[src/sv/prf_pkg.sv]
package prf_pkg;

	// default sizes of the ring and of one packet
	localparam int unsigned MAX_SLOTS_DEF        = 256;
	localparam int unsigned MAX_PACKET_BYTES_DEF = 8;

	// fixed field widths
	localparam int unsigned OP_W       = 2;
	localparam int unsigned PKT_W      = 64;
	localparam int unsigned COUNT_W    = 9;
	localparam int unsigned QLEN_W     = 9;
	localparam int unsigned PBYTES_W   = 4;
	localparam int unsigned CFG_IDX_W  = 2;
	localparam int unsigned CFG_DATA_W = 9;

	// register indexes of the configuration port
	localparam logic [CFG_IDX_W-1:0] CFG_QUEUE_LENGTH = 2'd0;
	localparam logic [CFG_IDX_W-1:0] CFG_PACKET_BYTES = 2'd1;

	// register values after reset
	localparam logic [QLEN_W-1:0]   QLEN_RESET   = 9'd256;
	localparam logic [PBYTES_W-1:0] PBYTES_RESET = 4'd8;

	typedef enum logic [OP_W-1:0] {
		OP_GET       = 2'd0,
		OP_PUT_BACK  = 2'd1,
		OP_PUT_FRONT = 2'd2,
		OP_CLEAR     = 2'd3
	} op_t;

	// memory strobes for one accepted word
	typedef struct packed {
		logic wr_en;
		logic rd_en;
	} mem_ctl_t;

	// outcome of one accepted word
	typedef struct packed {
		logic success;
		logic is_full;
		logic get_ok;
	} op_status_t;

endpackage

[src/sv/prf_ctrl.sv]
module prf_ctrl #(
	parameter int unsigned MAX_SLOTS        = prf_pkg::MAX_SLOTS_DEF,
	parameter int unsigned MAX_PACKET_BYTES = prf_pkg::MAX_PACKET_BYTES_DEF,
	parameter int unsigned IW               = $clog2(prf_pkg::MAX_SLOTS_DEF),
	parameter int unsigned CW               = $clog2(prf_pkg::MAX_SLOTS_DEF + 1),
	parameter int unsigned DW               = 8 * prf_pkg::MAX_PACKET_BYTES_DEF
) (
	input  logic                                clk,
	input  logic                                arst_n,
	input  logic                                cfg_we,
	input  logic [prf_pkg::CFG_IDX_W-1:0]       cfg_index,
	input  logic [prf_pkg::CFG_DATA_W-1:0]      cfg_wdata,
	input  logic                                accept,
	input  prf_pkg::op_t                        operation,
	input  logic [prf_pkg::PKT_W-1:0]           packet_in,
	output prf_pkg::mem_ctl_t                   mem_ctl,
	output logic [IW-1:0]                       wr_addr,
	output logic [IW-1:0]                       rd_addr,
	output logic [DW-1:0]                       wr_data,
	output prf_pkg::op_status_t                 status,
	output logic [CW-1:0]                       count
);
	import prf_pkg::*;

	logic [QLEN_W-1:0]   qlen_q;
	logic [PBYTES_W-1:0] pbytes_q;
	logic [IW-1:0]       rd_q;
	logic [IW-1:0]       wr_q;
	logic                full_q;

	logic [CW-1:0]       len;
	logic [PBYTES_W-1:0] nbytes;
	logic [IW-1:0]       rd_inc;
	logic [IW-1:0]       rd_dec;
	logic [IW-1:0]       wr_inc;
	logic [IW-1:0]       rd_n;
	logic [IW-1:0]       wr_n;
	logic                full_n;
	logic                empty;
	logic                cfg_hit;

	// effective ring length and packet width
	always_comb begin
		if (qlen_q == '0) begin
			len = CW'(1);
		end else if (32'(qlen_q) > MAX_SLOTS) begin
			len = CW'(MAX_SLOTS);
		end else begin
			len = CW'(qlen_q);
		end
		if (pbytes_q == '0) begin
			nbytes = PBYTES_W'(1);
		end else if (32'(pbytes_q) > MAX_PACKET_BYTES) begin
			nbytes = PBYTES_W'(MAX_PACKET_BYTES);
		end else begin
			nbytes = pbytes_q;
		end
	end

	// bytes above the packet width are stored as zero
	always_comb begin
		for (int i = 0; i < MAX_PACKET_BYTES; i++) begin
			wr_data[8*i +: 8] = (PBYTES_W'(i) < nbytes) ? packet_in[8*i +: 8] : 8'h00;
		end
	end

	// wrapping index steps
	assign rd_inc = (CW'(rd_q) + CW'(1) == len) ? '0 : rd_q + IW'(1);
	assign wr_inc = (CW'(wr_q) + CW'(1) == len) ? '0 : wr_q + IW'(1);
	assign rd_dec = (rd_q == '0) ? IW'(len - CW'(1)) : rd_q - IW'(1);
	assign empty  = !full_q && (rd_q == wr_q);

	// next indices and outcome of the operation
	always_comb begin
		rd_n        = rd_q;
		wr_n        = wr_q;
		full_n      = full_q;
		status      = '0;
		mem_ctl     = '0;
		wr_addr     = wr_q;
		rd_addr     = rd_q;
		unique case (operation)
			OP_GET: begin
				if (!empty) begin
					rd_n           = rd_inc;
					full_n         = 1'b0;
					status.success = 1'b1;
					status.get_ok  = 1'b1;
					mem_ctl.rd_en  = accept;
				end
			end
			OP_PUT_BACK: begin
				if (!full_q) begin
					wr_n           = wr_inc;
					full_n         = (wr_inc == rd_q);
					status.success = 1'b1;
					mem_ctl.wr_en  = accept;
				end
			end
			OP_PUT_FRONT: begin
				if (!full_q) begin
					rd_n           = rd_dec;
					full_n         = (wr_q == rd_dec);
					wr_addr        = rd_dec;
					status.success = 1'b1;
					mem_ctl.wr_en  = accept;
				end
			end
			OP_CLEAR: begin
				rd_n           = '0;
				wr_n           = '0;
				full_n         = 1'b0;
				status.success = 1'b1;
			end
			default: begin
				status = '0;
			end
		endcase
		status.is_full = full_n;
	end

	// packets held after the operation
	always_comb begin
		if (full_n) begin
			count = len;
		end else if (wr_n >= rd_n) begin
			count = CW'(wr_n) - CW'(rd_n);
		end else begin
			count = CW'(wr_n) + len - CW'(rd_n);
		end
	end

	assign cfg_hit = cfg_we && (cfg_index == CFG_QUEUE_LENGTH || cfg_index == CFG_PACKET_BYTES);

	// configuration registers
	always_ff @(posedge clk or negedge arst_n) begin
		if (!arst_n) begin
			qlen_q   <= QLEN_RESET;
			pbytes_q <= PBYTES_RESET;
		end else if (cfg_we) begin
			if (cfg_index == CFG_QUEUE_LENGTH) begin
				qlen_q <= cfg_wdata[QLEN_W-1:0];
			end
			if (cfg_index == CFG_PACKET_BYTES) begin
				pbytes_q <= cfg_wdata[PBYTES_W-1:0];
			end
		end
	end

	// ring indices and full flag, emptied by a register write
	always_ff @(posedge clk or negedge arst_n) begin
		if (!arst_n) begin
			rd_q   <= '0;
			wr_q   <= '0;
			full_q <= 1'b0;
		end else if (cfg_hit) begin
			rd_q   <= '0;
			wr_q   <= '0;
			full_q <= 1'b0;
		end else if (accept) begin
			rd_q   <= rd_n;
			wr_q   <= wr_n;
			full_q <= full_n;
		end
	end

endmodule

[config.mk]
export PLATFORM = sky130hd
export DESIGN_NAME = prf_ctrl
export DESIGN_NICKNAME = d
export VERILOG_FILES = /design/src/sv/prf_pkg.sv /design/src/sv/prf_ctrl.sv
export SDC_FILE = /design/constraint.sdc
export NUM_CORES = 1
export LEC_CHECK = 0
export ABC_AREA = 0
export BUFFER_PORTS_ARGS = -buffer_cell sky130_fd_sc_hd__buf_2
export CORE_AREA = 2 2 102 104
export CTS_CLUSTER_DIAMETER = 200
export DETAILED_ROUTE_END_ITERATION = 16
export DIE_AREA = 0 0 104 106
export HOLD_SLACK_MARGIN = 0.03
export PLACE_DENSITY = 0.82
export SLEW_MARGIN = 30
export SYNTH_ARGS = -nofsm -noshare
export SYNTH_HDL_FRONTEND = slang
export SYNTH_SLANG_ARGS = --single-unit
[constraint.sdc]
create_clock -name clk -period 7.1 [get_ports clk]
set_clock_uncertainty 0.2 [all_clocks]
set_input_delay 1.42 -clock clk [delete_from_list [all_inputs] [get_ports clk]]
set_output_delay 1.42 -clock clk [all_outputs]
set_load 0.01 [all_outputs]
==> flow_metrics.tcl <==
set metrics [dict create \
    worstHoldEndpoint "pbytes_q[0]" \
    yosys.area.top_type "dfrtp_1" \
    initial_core_util 0.512 \
    slew_headroom 0.406 \
    fin_cells 995 \
    dieArea_mm2 0.0110 \
    avgSynthCellArea_um2 7.67 \
    num_io_pins 175 \
    ant_nets 0 \
    fp.dieW_um 104 \
    drt-wirelength-per-cell_um 20.1 \
    finalInstanceArea_mm2 0.00663 \
    grt_max_degree 31 \
    ctsHoldBuffers 0 \
    finalSetupViolations 0 \
    grt_overflow 0 \
    start_kind "primary input" \
    via_per_inst 6.00 \
    clk_pin_slew_worst_paths_ns 0.07 \
    grt_first_pass_wirelength_mm 31.4 \
    hold_depth 1 \
    hold_path_class "reg2reg" \
    post-place-cells 983 \
    netlist.area_leader.share 0.137 \
    place_ws_ns 0.0781 \
    htree_levels 2 \
    rows 37 \
    worstReg2RegEnd "full_q" \
    worstPathRequired_ns 5.48 \
    grtUsageTotal 0.361 \
    port_buffers 158 \
    clock_latency_ns 0.30 \
    drt_iter0_markers 451 \
    ys_warn_count 0 \
    cts_tree "done" \
    vias 5971 \
    finalPower_mw 1.92 \
    regToRegSetupSlack_ns 3.51 \
    rr_startpoint "rd_addr[6]" \
    syn-cell-area_mm2 0.00512 \
    crit_path_end_kind "output pin" \
    p_per_area_mw_per_mm2 290 \
    synth.most_common_cell "nor2b_1" \
    ys_async_sr_fraction 1.00 \
    ys_ff_latch 30 \
    fin_crit_sh 0.971 \
    reg2reg_depth 11 \
    die_h_um 106 \
    worst_pin_slew_ns 0.885 \
    clock_sinks 30 \
    met3_usage 0.0656 \
    antenna_cells 0 \
    min_from "pbytes_q[0]" \
    clock-root-buffer "clkbuf_8" \
    drive_gt1_frac 0.346 \
    drc 0 \
    ys.flop_type "dfrtp_1" \
    synth_fp_nets 782 \
    grt_use_met2 0.624 \
    grt_pass1_vias 5769 \
    totalWireLength_mm 20.0 \
    grt_use_met1 0.431 \
    synth_area_leaders "dfrtp_1 14%, nor2b_1 6.7%, xnor2_1 6.2%, ha_1 5.9%, mux2i_1 4.3%" \
    min_period_ns 6.89 \
    final_hold_viol_count 0 \
    gp_congestion 1.00 \
    synth_commonest_cells "55 x nor2b_1, 51 x nor2_1, 47 x nand2_1" \
    dpl-instance-area_mm2 0.00640 \
    coreArea_mm2 0.0100 \
    cts_buffers 5 \
    cp.arrival_ns 5.27 \
    syn_inst 668 \
    ir_worst_vdd_mv 0.374 \
    crit_type "in2out" \
    area_growth_pct 29.4 \
    max_freq_mhz 145 \
    synth_cell_types 80 \
    cp_max_fo 7 \
    setup_slack_ns 0.206 \
    post-dp-hpwl_mm 16.3 \
    grt_busiest_layer "met2" \
    finalNetCount 972 \
    dr.pass1.iters 7 \
    slew_viol_final 0 \
    clock_path_buffers 2 \
    drv_cap 0 \
    seq_area_frac_synth 0.147 \
    leakage_nw 3.22 \
    synth_edf_count 0 \
    antenna_found_initial 0 \
    outcome "finished, final reports clean" \
]
## layer usage
layer  up-vias  part of all wire
met4         0             0.047
li1       2768                 -
met1      2809              0.39
met5         -                 0
met3        65             0.086
met2       329              0.48
## flip-flops by register name, summed over array words and instances, names as in the netlist
name and count:
wr_q 8, rd_addr 8, pbytes_q 4, qlen_q 9, full_q 1
## final cells by class
cell class / instances / area (um^2)
multi-input combinational: 552 / 4110
fill: 898 / 3370
timing repair buffer: 233 / 1350
sequential: 30 / 756
tap: 136 / 170
inverter: 36 / 135
clock buffer: 5 / 68.8
clock inverter: 3 / 40.0
## critical path, stage by stage
cell      delay (ns)
buf_2           0.11
inv_1           0.06
ha_1            0.27
and2_1          0.22
a21oi_1         0.25
a21boi_0        0.22
o22ai_1         0.14
ha_1            0.33
inv_1           0.06
ha_1            0.21
fa_2            0.41
a21o_1          0.20
a21oi_2         0.16
o21bai_1        0.09
a21oi_2         0.17
o21ai_1         0.11
xnor2_1         0.22
nor3b_2         0.23
o21ai_0         0.11
o22ai_1         0.12
buf_2           0.15
## where the power goes
| group | internal (mW) | total [mW] | switching, mW |
|---|---|---|---|
| Combinational | 0.684 | 1.50 | 0.820 |
| Clock | 0.103 | 0.180 | 0.0767 |
| Sequential | 0.198 | 0.237 | 0.0391 |
## placed cells by master (no fill, tap or decap), types with 3 or more instances in the layout
master / netlist / layout
a21oi_1: 26 / 23
inv_1: 34 / 33
o21bai_1: 6 / 6
nand2_1: 47 / 47
nor4_1: 5 / 5
dfrtp_1: 28 / 26
a32oi_1: 4 / 4
a211oi_1: 9 / 9
nand3_1: 17 / 17
xnor2_1: 36 / 36
xor2_1: 16 / 15
o211ai_1: 7 / 7
mux2_4: 3 / 3
nor3_1: 13 / 13
nor2b_1: 55 / 54
a31oi_1: 9 / 9
o21ai_0: 31 / 27
ha_1: 24 / 22
nand2b_1: 6 / 6
a21boi_0: 5 / 5
and2_1: 20 / 20
buf_4: 1 / 75
a21oi_2: 1 / 4
buf_2: 11 / 158
o22ai_1: 3 / 3
nor2_1: 51 / 49
o31ai_1: 6 / 6
a22oi_1: 8 / 7
o21ai_1: 2 / 4
or3_1: 5 / 5
nand3b_1: 4 / 4
o21a_1: 5 / 5
fa_1: 9 / 8
mux2_2: 14 / 14
and3_1: 6 / 6
nand4_1: 5 / 5
clkbuf_8: 0 / 5
or4_1: 5 / 5
mux2i_1: 22 / 21
a21o_1: 14 / 14
## kinds of logic (layout without fill, tap and decap cells)
kind of cell	count (synthesis)	in the layout	share of synthesized area
simple gates	251	251	0.263
fa+ha+maj	33	33	0.0938
buf+inv	86	277	0.0679
compound gates	174	174	0.243
mux	39	39	0.0826
flops	30	30	0.147
xor+xnor	55	55	0.102
## what timing repair did
action	CTS	global route
pin swaps	0	7
gates resized for setup	3	23
hold endpoints to repair	0	0
setup buffers	0	4
setup endpoints to repair	1	9
## how the worst max path moves through the flow
stage | from | to | slack, ns | depth (start not counted)
3_5_place_dp | operation[0] | count[8] | 0.08 | 18
5_1_grt | rd_addr[0] | count[8] | -0.0008 | 24
6_report | operation[0] | count[8] | 0.21 | 21
2_1_floorplan | rd_addr[1] | count[8] | 0.18 | 23
3_3_place_gp | operation[0] | count[8] | 0.21 | 18
4_1_cts | qlen_q[5] | count[8] | 0.08 | 21
## stage by stage
stage / utilization / hold slack [ns] / TNS (ns)
after detailed placement: 0.640 / 0.349 / 0
after global routing: 0.663 / 0.392 / -0.000765
after floorplan: - / 0.319 / 0
after global placement: 0.640 / 0.340 / 0
final: 0.663 / 0.365 / 0
after CTS: 0.652 / 0.365 / 0
(Power assumes the default switching activity.)
